[src/hw/rtl/wsm_pkg.sv]
`default_nettype none

package wsm_pkg;

    localparam int PERIOD_W    = 16;
    localparam int SCALE_W     = 32;
    localparam int FRAC_W      = 16;
    localparam int SPEED_W     = 16;
    localparam int PULSE_W     = 8;
    localparam int CFG_IDX_W   = 3;
    localparam int CFG_DATA_W  = 32;
    localparam int IN_TDATA_W  = 8;
    localparam int OUT_TDATA_W = 24;

    localparam logic [CFG_IDX_W-1:0] CFG_NORMAL_PERIOD = 3'd0;
    localparam logic [CFG_IDX_W-1:0] CFG_LOW_PERIOD    = 3'd1;
    localparam logic [CFG_IDX_W-1:0] CFG_SPEED_SCALE   = 3'd2;
    localparam logic [CFG_IDX_W-1:0] CFG_LED_PERIOD    = 3'd3;
    localparam logic [CFG_IDX_W-1:0] CFG_DEBUG_PERIOD  = 3'd4;

    localparam logic [PERIOD_W-1:0] RST_NORMAL_PERIOD = 16'd1000;
    localparam logic [PERIOD_W-1:0] RST_LOW_PERIOD    = 16'd2000;
    localparam logic [SCALE_W-1:0]  RST_SPEED_SCALE   = 32'd0;
    localparam logic [PERIOD_W-1:0] RST_LED_PERIOD    = 16'd100;
    localparam logic [PERIOD_W-1:0] RST_DEBUG_PERIOD  = 16'd5000;

    typedef struct packed {
        logic [PERIOD_W-1:0] normal_period;
        logic [PERIOD_W-1:0] low_period;
        logic [PERIOD_W-1:0] led_period;
        logic [PERIOD_W-1:0] debug_period;
    } t_cfg;

    typedef struct packed {
        logic win_close;
        logic led_level;
        logic debug_due;
    } t_tick_res;

endpackage

`default_nettype wire

[src/hw/rtl/wsm_tick.sv]
`default_nettype none

module wsm_tick #(
    parameter int PULSE_SUM_WIDTH = 24,
    parameter int TIMER_WIDTH     = 16
) (
    input  wire logic                         i_clk,
    input  wire logic                         i_rst_n,
    input  wire logic                         i_tick,
    input  wire logic [wsm_pkg::PULSE_W-1:0]  i_pulses,
    input  wire logic                         i_low,
    input  wire wsm_pkg::t_cfg                i_cfg,
    output logic                              o_valid,
    output wsm_pkg::t_tick_res                o_res,
    output logic [PULSE_SUM_WIDTH-1:0]        o_sum,
    output logic [TIMER_WIDTH-1:0]            o_elapsed
);

    localparam int PS = PULSE_SUM_WIDTH;
    localparam int TW = TIMER_WIDTH;
    localparam int CW = (TW > wsm_pkg::PERIOD_W) ? TW : wsm_pkg::PERIOD_W;

    logic [PS-1:0] r_sum;
    logic [TW-1:0] r_win;
    logic [TW-1:0] r_led_el;
    logic [TW-1:0] r_dbg_el;
    logic          r_led;
    logic          r_valid;
    wsm_pkg::t_tick_res r_res;
    logic [PS-1:0] r_sum_cap;
    logic [TW-1:0] r_el_cap;

    logic [PS:0]   sum_ext;
    logic [PS-1:0] n_sum;
    logic [TW-1:0] n_win;
    logic [TW-1:0] n_led_el;
    logic [TW-1:0] n_dbg_el;
    logic [wsm_pkg::PERIOD_W-1:0] period;
    logic          win_hit;
    logic          led_hit;
    logic          dbg_hit;

    always_comb begin
        sum_ext  = (PS+1)'(r_sum) + (PS+1)'(i_pulses);
        n_sum    = sum_ext[PS] ? {PS{1'b1}} : sum_ext[PS-1:0];
        n_win    = (&r_win)    ? r_win    : r_win + 1'b1;
        n_led_el = (&r_led_el) ? r_led_el : r_led_el + 1'b1;
        n_dbg_el = (&r_dbg_el) ? r_dbg_el : r_dbg_el + 1'b1;
        period   = i_low ? i_cfg.low_period : i_cfg.normal_period;
        win_hit  = CW'(n_win)    >= CW'(period);
        led_hit  = CW'(n_led_el) >= CW'(i_cfg.led_period);
        dbg_hit  = CW'(n_dbg_el) >= CW'(i_cfg.debug_period);
    end

    always_ff @(posedge i_clk) begin
        if (!i_rst_n) begin
            r_sum    <= '0;
            r_win    <= '0;
            r_led_el <= '0;
            r_dbg_el <= '0;
            r_led    <= 1'b1;
            r_valid  <= 1'b0;
            r_res    <= '0;
        end else begin
            r_valid <= i_tick;
            if (i_tick) begin
                r_sum_cap <= n_sum;
                r_el_cap  <= n_win;
                r_sum     <= win_hit ? '0 : n_sum;
                r_win     <= win_hit ? '0 : n_win;
                r_dbg_el  <= dbg_hit ? '0 : n_dbg_el;
                // led timer keeps running under low supply, LED forced off
                if (i_low) begin
                    r_led    <= 1'b1;
                    r_led_el <= n_led_el;
                    r_res.led_level <= 1'b1;
                end else if (led_hit) begin
                    r_led    <= ~r_led;
                    r_led_el <= '0;
                    r_res.led_level <= ~r_led;
                end else begin
                    r_led_el <= n_led_el;
                    r_res.led_level <= r_led;
                end
                r_res.win_close <= win_hit;
                r_res.debug_due <= dbg_hit;
            end
        end
    end

    assign o_valid   = r_valid;
    assign o_res     = r_res;
    assign o_sum     = r_sum_cap;
    assign o_elapsed = r_el_cap;

endmodule

`default_nettype wire

[src/hw/rtl/wsm_div.sv]
`default_nettype none

module wsm_div #(
    parameter int PULSE_SUM_WIDTH = 24,
    parameter int TIMER_WIDTH     = 16
) (
    input  wire logic                         i_clk,
    input  wire logic                         i_rst_n,
    input  wire logic                         i_start,
    input  wire logic [PULSE_SUM_WIDTH-1:0]   i_sum,
    input  wire logic [TIMER_WIDTH-1:0]       i_elapsed,
    input  wire logic [wsm_pkg::SCALE_W-1:0]  i_scale,
    output logic                              o_done,
    output logic [wsm_pkg::SPEED_W-1:0]       o_quot
);

    localparam int PS   = PULSE_SUM_WIDTH;
    localparam int TW   = TIMER_WIDTH;
    localparam int SW   = wsm_pkg::SCALE_W;
    localparam int FW   = wsm_pkg::FRAC_W;
    localparam int QW   = wsm_pkg::SPEED_W;
    localparam int PW   = PS + SW;
    localparam int CW   = (PS > TW) ? PS : TW;
    localparam int CNTW = $clog2(PS + 1);

    typedef enum logic [1:0] {
        S_IDLE,
        S_MUL,
        S_CHK,
        S_DIV
    } t_state;

    t_state          r_state;
    logic [CNTW-1:0] r_cnt;
    logic [SW-1:0]   r_mcand;
    logic [PW-1:0]   r_prod;
    logic [TW-1:0]   r_den;
    logic [TW-1:0]   r_rem;
    logic [FW-1:0]   r_low;
    logic [QW-1:0]   r_quot;
    logic            r_done;

    logic [SW:0]     add;
    logic [PS-1:0]   hi;
    logic            ovf;
    logic [TW:0]     trial;
    logic [TW:0]     diff;
    logic            ge;

    always_comb begin
        add   = {1'b0, r_prod[PW-1:PS]} + (r_prod[0] ? {1'b0, r_mcand} : '0);
        // product >> 32 is the dividend's high half, checked against the divisor for overflow
        hi    = r_prod[PW-1:SW];
        ovf   = CW'(hi) >= CW'(r_den);
        trial = {r_rem, r_low[FW-1]};
        diff  = trial - {1'b0, r_den};
        ge    = trial >= {1'b0, r_den};
    end

    always_ff @(posedge i_clk) begin
        if (!i_rst_n) begin
            r_state <= S_IDLE;
            r_done  <= 1'b0;
            r_cnt   <= '0;
        end else begin
            r_done <= 1'b0;
            case (r_state)
                S_IDLE: begin
                    if (i_start) begin
                        r_mcand <= i_scale;
                        r_prod  <= {{SW{1'b0}}, i_sum};
                        r_den   <= i_elapsed;
                        r_cnt   <= '0;
                        r_state <= S_MUL;
                    end
                end
                S_MUL: begin
                    r_prod <= {add, r_prod[PS-1:1]};
                    r_cnt  <= r_cnt + 1'b1;
                    if (r_cnt == CNTW'(PS - 1)) begin
                        r_state <= S_CHK;
                    end
                end
                S_CHK: begin
                    if (ovf) begin
                        r_quot  <= '1;
                        r_done  <= 1'b1;
                        r_state <= S_IDLE;
                    end else begin
                        r_rem   <= TW'(hi);
                        r_low   <= r_prod[SW-1:SW-FW];
                        r_cnt   <= '0;
                        r_state <= S_DIV;
                    end
                end
                S_DIV: begin
                    r_rem  <= ge ? diff[TW-1:0] : trial[TW-1:0];
                    r_quot <= {r_quot[QW-2:0], ge};
                    r_low  <= {r_low[FW-2:0], 1'b0};
                    r_cnt  <= r_cnt + 1'b1;
                    if (r_cnt == CNTW'(QW - 1)) begin
                        r_done  <= 1'b1;
                        r_state <= S_IDLE;
                    end
                end
                default: begin
                    r_state <= S_IDLE;
                end
            endcase
        end
    end

    assign o_done = r_done;
    assign o_quot = r_quot;

endmodule

`default_nettype wire

[src/hw/rtl/wheel_speed_meter_with_heartbeat_top.sv]
// Wheel speed meter with heartbeat LED and debug timer.
// Slave stream: one beat per millisecond tick; tdata carries the wheel pulse
// count, tuser the low-supply flag. Master stream: exactly one beat per
// input beat; tuser is speed_valid, tdata holds the speed, led_level and
// debug_due. Configuration registers are written on the cfg channel, which
// is always ready; write them only while no tick is in flight.
// A tick that does not close a window passes from acceptance through the
// tick registers and the S_TICK state to S_OUT, which loads the output
// register. A tick that closes a window also runs the serial multiply (one
// pulse-sum bit per cycle), a check step and the restoring divide before
// S_OUT; when the speed saturates, the check skips the divide.
// The block takes one tick at a time; the next tick is taken once the previous
// result has moved into the output register, even if that beat is still
// waiting. A stalled master holds the output beat and the slave side then
// stays not ready after the following tick is computed.
// Reset (synchronous, active low) clears all timers and the pulse sum, puts
// the LED off and loads the default periods and a zero speed scale.
`default_nettype none

module wheel_speed_meter_with_heartbeat_top #(
    parameter int PULSE_SUM_WIDTH = 24,
    parameter int TIMER_WIDTH     = 16
) (
    input  wire logic                              i_clk,
    input  wire logic                              i_rst_n,
    input  wire logic                              s_axis_tvalid,
    output logic                                   s_axis_tready,
    // [7:0] pulse_count
    input  wire logic [wsm_pkg::IN_TDATA_W-1:0]    s_axis_tdata,
    // [0] low_supply
    input  wire logic                              s_axis_tuser,
    output logic                                   m_axis_tvalid,
    input  wire logic                              m_axis_tready,
    // [15:0] speed, [16] led_level, [17] debug_due
    output logic [wsm_pkg::OUT_TDATA_W-1:0]        m_axis_tdata,
    // [0] speed_valid
    output logic                                   m_axis_tuser,
    input  wire logic                              i_cfg_valid,
    output logic                                   o_cfg_ready,
    input  wire logic [wsm_pkg::CFG_IDX_W-1:0]     i_cfg_index,
    input  wire logic [wsm_pkg::CFG_DATA_W-1:0]    i_cfg_data
);

    localparam int QW  = wsm_pkg::SPEED_W;
    localparam int PAD = wsm_pkg::OUT_TDATA_W - QW - 2;

    typedef enum logic [1:0] {
        S_IDLE,
        S_TICK,
        S_DIV,
        S_OUT
    } t_state;

    wsm_pkg::t_cfg              r_cfg;
    logic [wsm_pkg::SCALE_W-1:0] r_scale;

    t_state                     r_state;
    wsm_pkg::t_tick_res         r_res;
    logic [QW-1:0]              r_speed;
    logic                       r_m_valid;
    logic [wsm_pkg::OUT_TDATA_W-1:0] r_m_data;
    logic                       r_m_user;

    logic                       in_beat;
    logic                       tick_valid;
    wsm_pkg::t_tick_res         tick_res;
    logic [PULSE_SUM_WIDTH-1:0] tick_sum;
    logic [TIMER_WIDTH-1:0]     tick_el;
    logic                       div_start;
    logic                       div_done;
    logic [QW-1:0]              div_quot;
    logic                       out_free;
    logic                       out_load;

    assign o_cfg_ready   = 1'b1;
    assign s_axis_tready = (r_state == S_IDLE);
    assign in_beat       = s_axis_tvalid && s_axis_tready;
    assign div_start     = tick_valid && tick_res.win_close;
    assign out_free      = !r_m_valid || m_axis_tready;
    assign out_load      = (r_state == S_OUT) && out_free;

    always_ff @(posedge i_clk) begin
        if (!i_rst_n) begin
            r_cfg.normal_period <= wsm_pkg::RST_NORMAL_PERIOD;
            r_cfg.low_period    <= wsm_pkg::RST_LOW_PERIOD;
            r_cfg.led_period    <= wsm_pkg::RST_LED_PERIOD;
            r_cfg.debug_period  <= wsm_pkg::RST_DEBUG_PERIOD;
            r_scale             <= wsm_pkg::RST_SPEED_SCALE;
        end else if (i_cfg_valid && o_cfg_ready) begin
            case (i_cfg_index)
                wsm_pkg::CFG_NORMAL_PERIOD: begin
                    r_cfg.normal_period <= i_cfg_data[wsm_pkg::PERIOD_W-1:0];
                end
                wsm_pkg::CFG_LOW_PERIOD: begin
                    r_cfg.low_period <= i_cfg_data[wsm_pkg::PERIOD_W-1:0];
                end
                wsm_pkg::CFG_SPEED_SCALE: begin
                    r_scale <= i_cfg_data[wsm_pkg::SCALE_W-1:0];
                end
                wsm_pkg::CFG_LED_PERIOD: begin
                    r_cfg.led_period <= i_cfg_data[wsm_pkg::PERIOD_W-1:0];
                end
                wsm_pkg::CFG_DEBUG_PERIOD: begin
                    r_cfg.debug_period <= i_cfg_data[wsm_pkg::PERIOD_W-1:0];
                end
                default: begin
                end
            endcase
        end
    end

    wsm_tick #(
        .PULSE_SUM_WIDTH (PULSE_SUM_WIDTH),
        .TIMER_WIDTH     (TIMER_WIDTH)
    ) u_tick (
        .i_clk     (i_clk),
        .i_rst_n   (i_rst_n),
        .i_tick    (in_beat),
        .i_pulses  (s_axis_tdata[wsm_pkg::PULSE_W-1:0]),
        .i_low     (s_axis_tuser),
        .i_cfg     (r_cfg),
        .o_valid   (tick_valid),
        .o_res     (tick_res),
        .o_sum     (tick_sum),
        .o_elapsed (tick_el)
    );

    wsm_div #(
        .PULSE_SUM_WIDTH (PULSE_SUM_WIDTH),
        .TIMER_WIDTH     (TIMER_WIDTH)
    ) u_div (
        .i_clk     (i_clk),
        .i_rst_n   (i_rst_n),
        .i_start   (div_start),
        .i_sum     (tick_sum),
        .i_elapsed (tick_el),
        .i_scale   (r_scale),
        .o_done    (div_done),
        .o_quot    (div_quot)
    );

    always_ff @(posedge i_clk) begin
        if (!i_rst_n) begin
            r_state   <= S_IDLE;
            r_m_valid <= 1'b0;
            r_res     <= '0;
        end else begin
            if (out_load) begin
                r_m_valid <= 1'b1;
            end else if (m_axis_tready) begin
                r_m_valid <= 1'b0;
            end
            case (r_state)
                S_IDLE: begin
                    if (in_beat) begin
                        r_state <= S_TICK;
                    end
                end
                S_TICK: begin
                    r_res   <= tick_res;
                    r_speed <= '0;
                    r_state <= tick_res.win_close ? S_DIV : S_OUT;
                end
                S_DIV: begin
                    if (div_done) begin
                        r_speed <= div_quot;
                        r_state <= S_OUT;
                    end
                end
                S_OUT: begin
                    if (out_load) begin
                        r_m_user  <= r_res.win_close;
                        r_m_data  <= {{PAD{1'b0}}, r_res.debug_due, r_res.led_level,
                                      r_speed};
                        r_state   <= S_IDLE;
                    end
                end
                default: begin
                    r_state <= S_IDLE;
                end
            endcase
        end
    end

    assign m_axis_tvalid = r_m_valid;
    assign m_axis_tdata  = r_m_data;
    assign m_axis_tuser  = r_m_user;

endmodule

`default_nettype wire

[config.mk]
export PLATFORM = sky130hd
export DESIGN_NAME = wheel_speed_meter_with_heartbeat_top
export DESIGN_NICKNAME = d
export VERILOG_FILES = /design/src/hw/rtl/wsm_pkg.sv /design/src/hw/rtl/wsm_tick.sv /design/src/hw/rtl/wsm_div.sv /design/src/hw/rtl/wheel_speed_meter_with_heartbeat_top.sv
export SDC_FILE = /design/constraint.sdc
export NUM_CORES = 1
export LEC_CHECK = 0
export BUFFER_PORTS_ARGS = -buffer_cell sky130_fd_sc_hd__clkbuf_2
export CAP_MARGIN = 25
export CORE_MARGIN = 2
export CORE_UTILIZATION = 65
export DETAILED_ROUTE_END_ITERATION = 6
export PLACE_DENSITY = 0.83
export SYNTH_ARGS = -nofsm -noshare
export SYNTH_HDL_FRONTEND = slang
export SYNTH_SLANG_ARGS = --single-unit
[constraint.sdc]
create_clock -name i_clk -period 8.9 [get_ports i_clk]
set_input_delay 0.89 -clock i_clk [delete_from_list [all_inputs] [get_ports i_clk]]
set_output_delay 0.89 -clock i_clk [all_outputs]
set_load 0.05 [all_outputs]
==> impl_metrics.py <==
metrics = {
    "outcome": {
        "status": "completed",
    },
    "timing": {
        "final_max_slew_viol_count": 0,
        "max_slew_margin_pct": 29.8,
        "min_period_ns": 4.77,
        "fin_crit_sh_pct": 53.6,
        "clock.fmax_mhz": 210,
        "tightest_slew_ns": 1.04,
        "worst_clock_skew_ns": 0.0237,
        "rsz0062_at_grt": "no",
        "final-setup-viol-count": 0,
        "finalHoldViolations": 0,
        "fin_tns_setup_ns": 0,
        "holdWs_ns": 0.415,
    },
    "clock_tree": {
        "postCtsSetupBuffers": 0,
        "h-tree-depth": 2,
        "cts.path.max_buffers": 3,
        "post_cts_resized": 0,
        "holdBufCountCts": 0,
        "cts-root-buf": "clkbuf_16",
        "cts_tree": "done",
        "clk-insertion-delay-late_ns": 0.54,
        "clkTransAtPathRegs_ns": 0.06,
        "cts_buffers": 42,
        "cts_sinks": 414,
    },
    "detailed_routing": {
        "drt-total-wl_mm": 49.9,
        "drt-initial-drc-count": 1631,
        "final_antenna_net_count": 0,
        "num_vias": 16900,
        "routedWlPerCell_um": 18.1,
        "drcViolationCount": 0,
        "vias_per_cell": 6.12,
        "firstDrtPassIters": 6,
    },
    "synth": {
        "syn_area_per_cell_sq_um": 9.49,
        "async_flop_share_pct": 0,
        "synthesis.area_sq_um": 21400,
        "yosysUniqueCellTypes": 82,
        "ys_seq_area_share_pct": 49.4,
        "synth_ff_type": "edfxtp_1",
        "ys_ff_latch": 414,
        "synth_edf_count": 227,
        "ys_warn_count": 0,
        "synthCells": 2253,
    },
    "floorplan": {
        "top_level_ports": 77,
        "coreArea_sq_um": 32500,
        "rows": 66,
        "die_h_um": 185,
        "start_util_pct": 65.9,
        "die_w_um": 185,
        "die_area_sq_um": 34400,
    },
    "placement": {
        "place_congestion": 0.952,
        "hpwl_mm": 34.3,
        "dp_cells": 2681,
        "io_buffer_count": 69,
    },
    "finish": {
        "fill_cells": 2264,
        "instances_no_fill": 2760,
        "diodes": 0,
        "final_nets": 2466,
        "area_delta_synth_final_pct": 9.91,
        "layout-drive-gt1-share_pct": 8.24,
    },
    "worst_setup_path": {
        "startpoint_type": "register",
        "crit_type": "reg2reg",
        "cp-end-kind": "register",
        "worstPathArrival_ns": 5.23,
        "crit_path_max_fanout": 37,
        "required_ns": 9.36,
    },
    "hold_path": {
        "min_path_type": "reg2reg",
    },
    "pwr": {
        "cellPowerDensity_nw_per_um2": 199,
        "leakagePower_nw": 9.19,
        "total_power_mw": 4.68,
        "ir_worst_vdd_uv": 175,
    },
    "global_routing": {
        "grt_usage_pct": 29.1,
        "grt_pass1_wl_mm": 80.0,
        "antenna_found_initial": 0,
        "grt_overflow_total": 0,
        "grt_start_max_net_pins": 85,
        "first_global_vias": 16100,
    },
    "flow_run": {
        "drv_cap": 0,
    },
}
[report_power, final]
group          internal, mW  total (mW)  switching (mW)  leakage (nW)
combinational         0.231       0.678           0.447          4.97
sequential             2.16        2.22          0.0658          3.54
clock                  1.04        1.78           0.737         0.671
total                  3.43        4.68            1.25          9.19
[flip-flops by register name (all words and copies together) (netlist names), 16 cells and up]
register          flops
u_div.r_mcand        32
m_axis_tdata         18
u_div.o_quot         16
u_div.r_low          16
u_tick.r_sum         24
u_tick.r_dbg_el      16
u_div.r_prod         56
r_scale              32
u_tick.r_win         16
u_tick.o_sum         24
r_cfg                64
u_div.r_rem          16
r_speed              16
u_div.r_den          16
u_tick.o_elapsed     16
u_tick.r_led_el      16
[Yosys cell counts (all sizes together) (10+ instances only)]
| cell type | count | area (sq um) |
|---|---|---|
| a211oi | 16 | 125 |
| a21o | 42 | 315 |
| a21oi | 166 | 831 |
| a22o | 17 | 149 |
| a31oi | 24 | 150 |
| and2 | 59 | 369 |
| and3 | 14 | 87.6 |
| buf | 23 | 131 |
| clkbuf | 84 | 317 |
| dfxtp | 187 | 3740 |
| edfxtp | 227 | 6820 |
| ha | 129 | 1610 |
| inv | 100 | 375 |
| mux2i | 32 | 320 |
| nand2 | 438 | 1640 |
| nand2b | 40 | 258 |
| nand3 | 73 | 365 |
| nand4 | 37 | 231 |
| nor2 | 117 | 439 |
| nor2b | 16 | 100 |
| nor3 | 42 | 210 |
| nor3b | 10 | 75.1 |
| nor4 | 12 | 75.1 |
| o211ai | 25 | 188 |
| o21a | 20 | 150 |
| o21ai | 92 | 468 |
| o21bai | 10 | 86.3 |
| o22ai | 10 | 68.8 |
| or3 | 20 | 125 |
| xnor2 | 41 | 359 |
| xor2 | 24 | 210 |
[path summary, 6_finish.rpt]
| kind | startpoint | endpoint | slack (ns) | cells after the start |
|---|---|---|---|---|
| max reg2reg | u_tick.r_win[5] | u_tick.r_win[2] | 4.13 | 15 |
| min | r_speed[8] | m_axis_tdata[8] | 0.42 | 0 |
| min reg2reg | r_speed[8] | m_axis_tdata[8] | 0.42 | 0 |
| max | u_tick.r_win[5] | u_tick.r_win[2] | 4.13 | 15 |
[cell type report]
cell class,instances,area [sq um],share of cell area (%)
Multi-Input combinational cell,1637,10100,42.8
Clock buffer,57,1170,4.97
Sequential cell,414,10600,44.9
Inverter,100,377,1.60
Tap cell,442,553,2.35
Clock inverter,20,223,0.948
Timing Repair Buffer,90,563,2.40
[critical path: stages (launching register included)]
cell and delay, ns:
dfxtp_1 0.48, nand4_1 0.23, nor4b_1 0.65, nand2_1 0.13, nand2_1 0.30, nor2_1 0.13, xnor2_1 0.16, ha_1 0.32
a21o_1 0.19, a21o_1 0.17, a211oi_1 0.21, o21ai_1 0.14, a221oi_4 0.27, buf_4 0.39, and2_0 0.67, a22o_1 0.27
[placed cells by master, fill, tap and decap left out, types with 41 or more instances in the layout]
master / Yosys / layout
clkbuf_2: 1 / 69
edfxtp_1: 227 / 227
inv_1: 100 / 99
nor2_1: 117 / 113
a21o_1: 42 / 42
nand3_1: 73 / 73
dfxtp_1: 187 / 187
clkbuf_16: 0 / 43
xnor2_1: 41 / 41
and2_1: 58 / 58
o21ai_0: 87 / 87
nor3_1: 42 / 41
nand2_1: 438 / 438
a21oi_1: 166 / 164
ha_1: 129 / 129
[metal layers]
| metal | up-vias | GRT usage [%] | share of wire (%) |
|---|---|---|---|
| li1 | 8083 | - | - |
| met1 | 8033 | 38.2 | 42 |
| met2 | 624 | 48.9 | 48 |
| met3 | 142 | 3.62 | 6.3 |
| met4 | 0 | 12.1 | 3.8 |
| met5 | - | 0 | 0 |
[logic make-up (layout without fill, tap and decap cells)]
| kind of cell | count (synthesis) | in the layout | synth area share (%) |
|---|---|---|---|
| XOR/XNOR | 65 | 65 | 2.66 |
| other | 2 | 7 | 0.0351 |
| multiplexers | 39 | 39 | 1.87 |
| AND/OR/NAND/NOR | 908 | 908 | 19.7 |
| flip-flops | 414 | 414 | 49.4 |
| buffers and inverters | 207 | 267 | 3.85 |
| AO/OA/AOI/OAI | 486 | 486 | 14.7 |
| adder cells (fa/ha/maj) | 132 | 132 | 7.83 |
[per-stage QoR]
stage / utilization, % / instance area (sq um) / setup slack [ns]
6_report: 72.4 / 23500 / 4.13
5_1_grt: 72.4 / 23500 / 3.72
4_1_cts: 72.3 / 23500 / 4.20
3_5_place_dp: 68.0 / 22100 / 4.22
3_3_place_gp: 67.8 / 22000 / 4.34
2_1_floorplan: - / 21400 / 4.16
(Power assumes the default switching activity.)
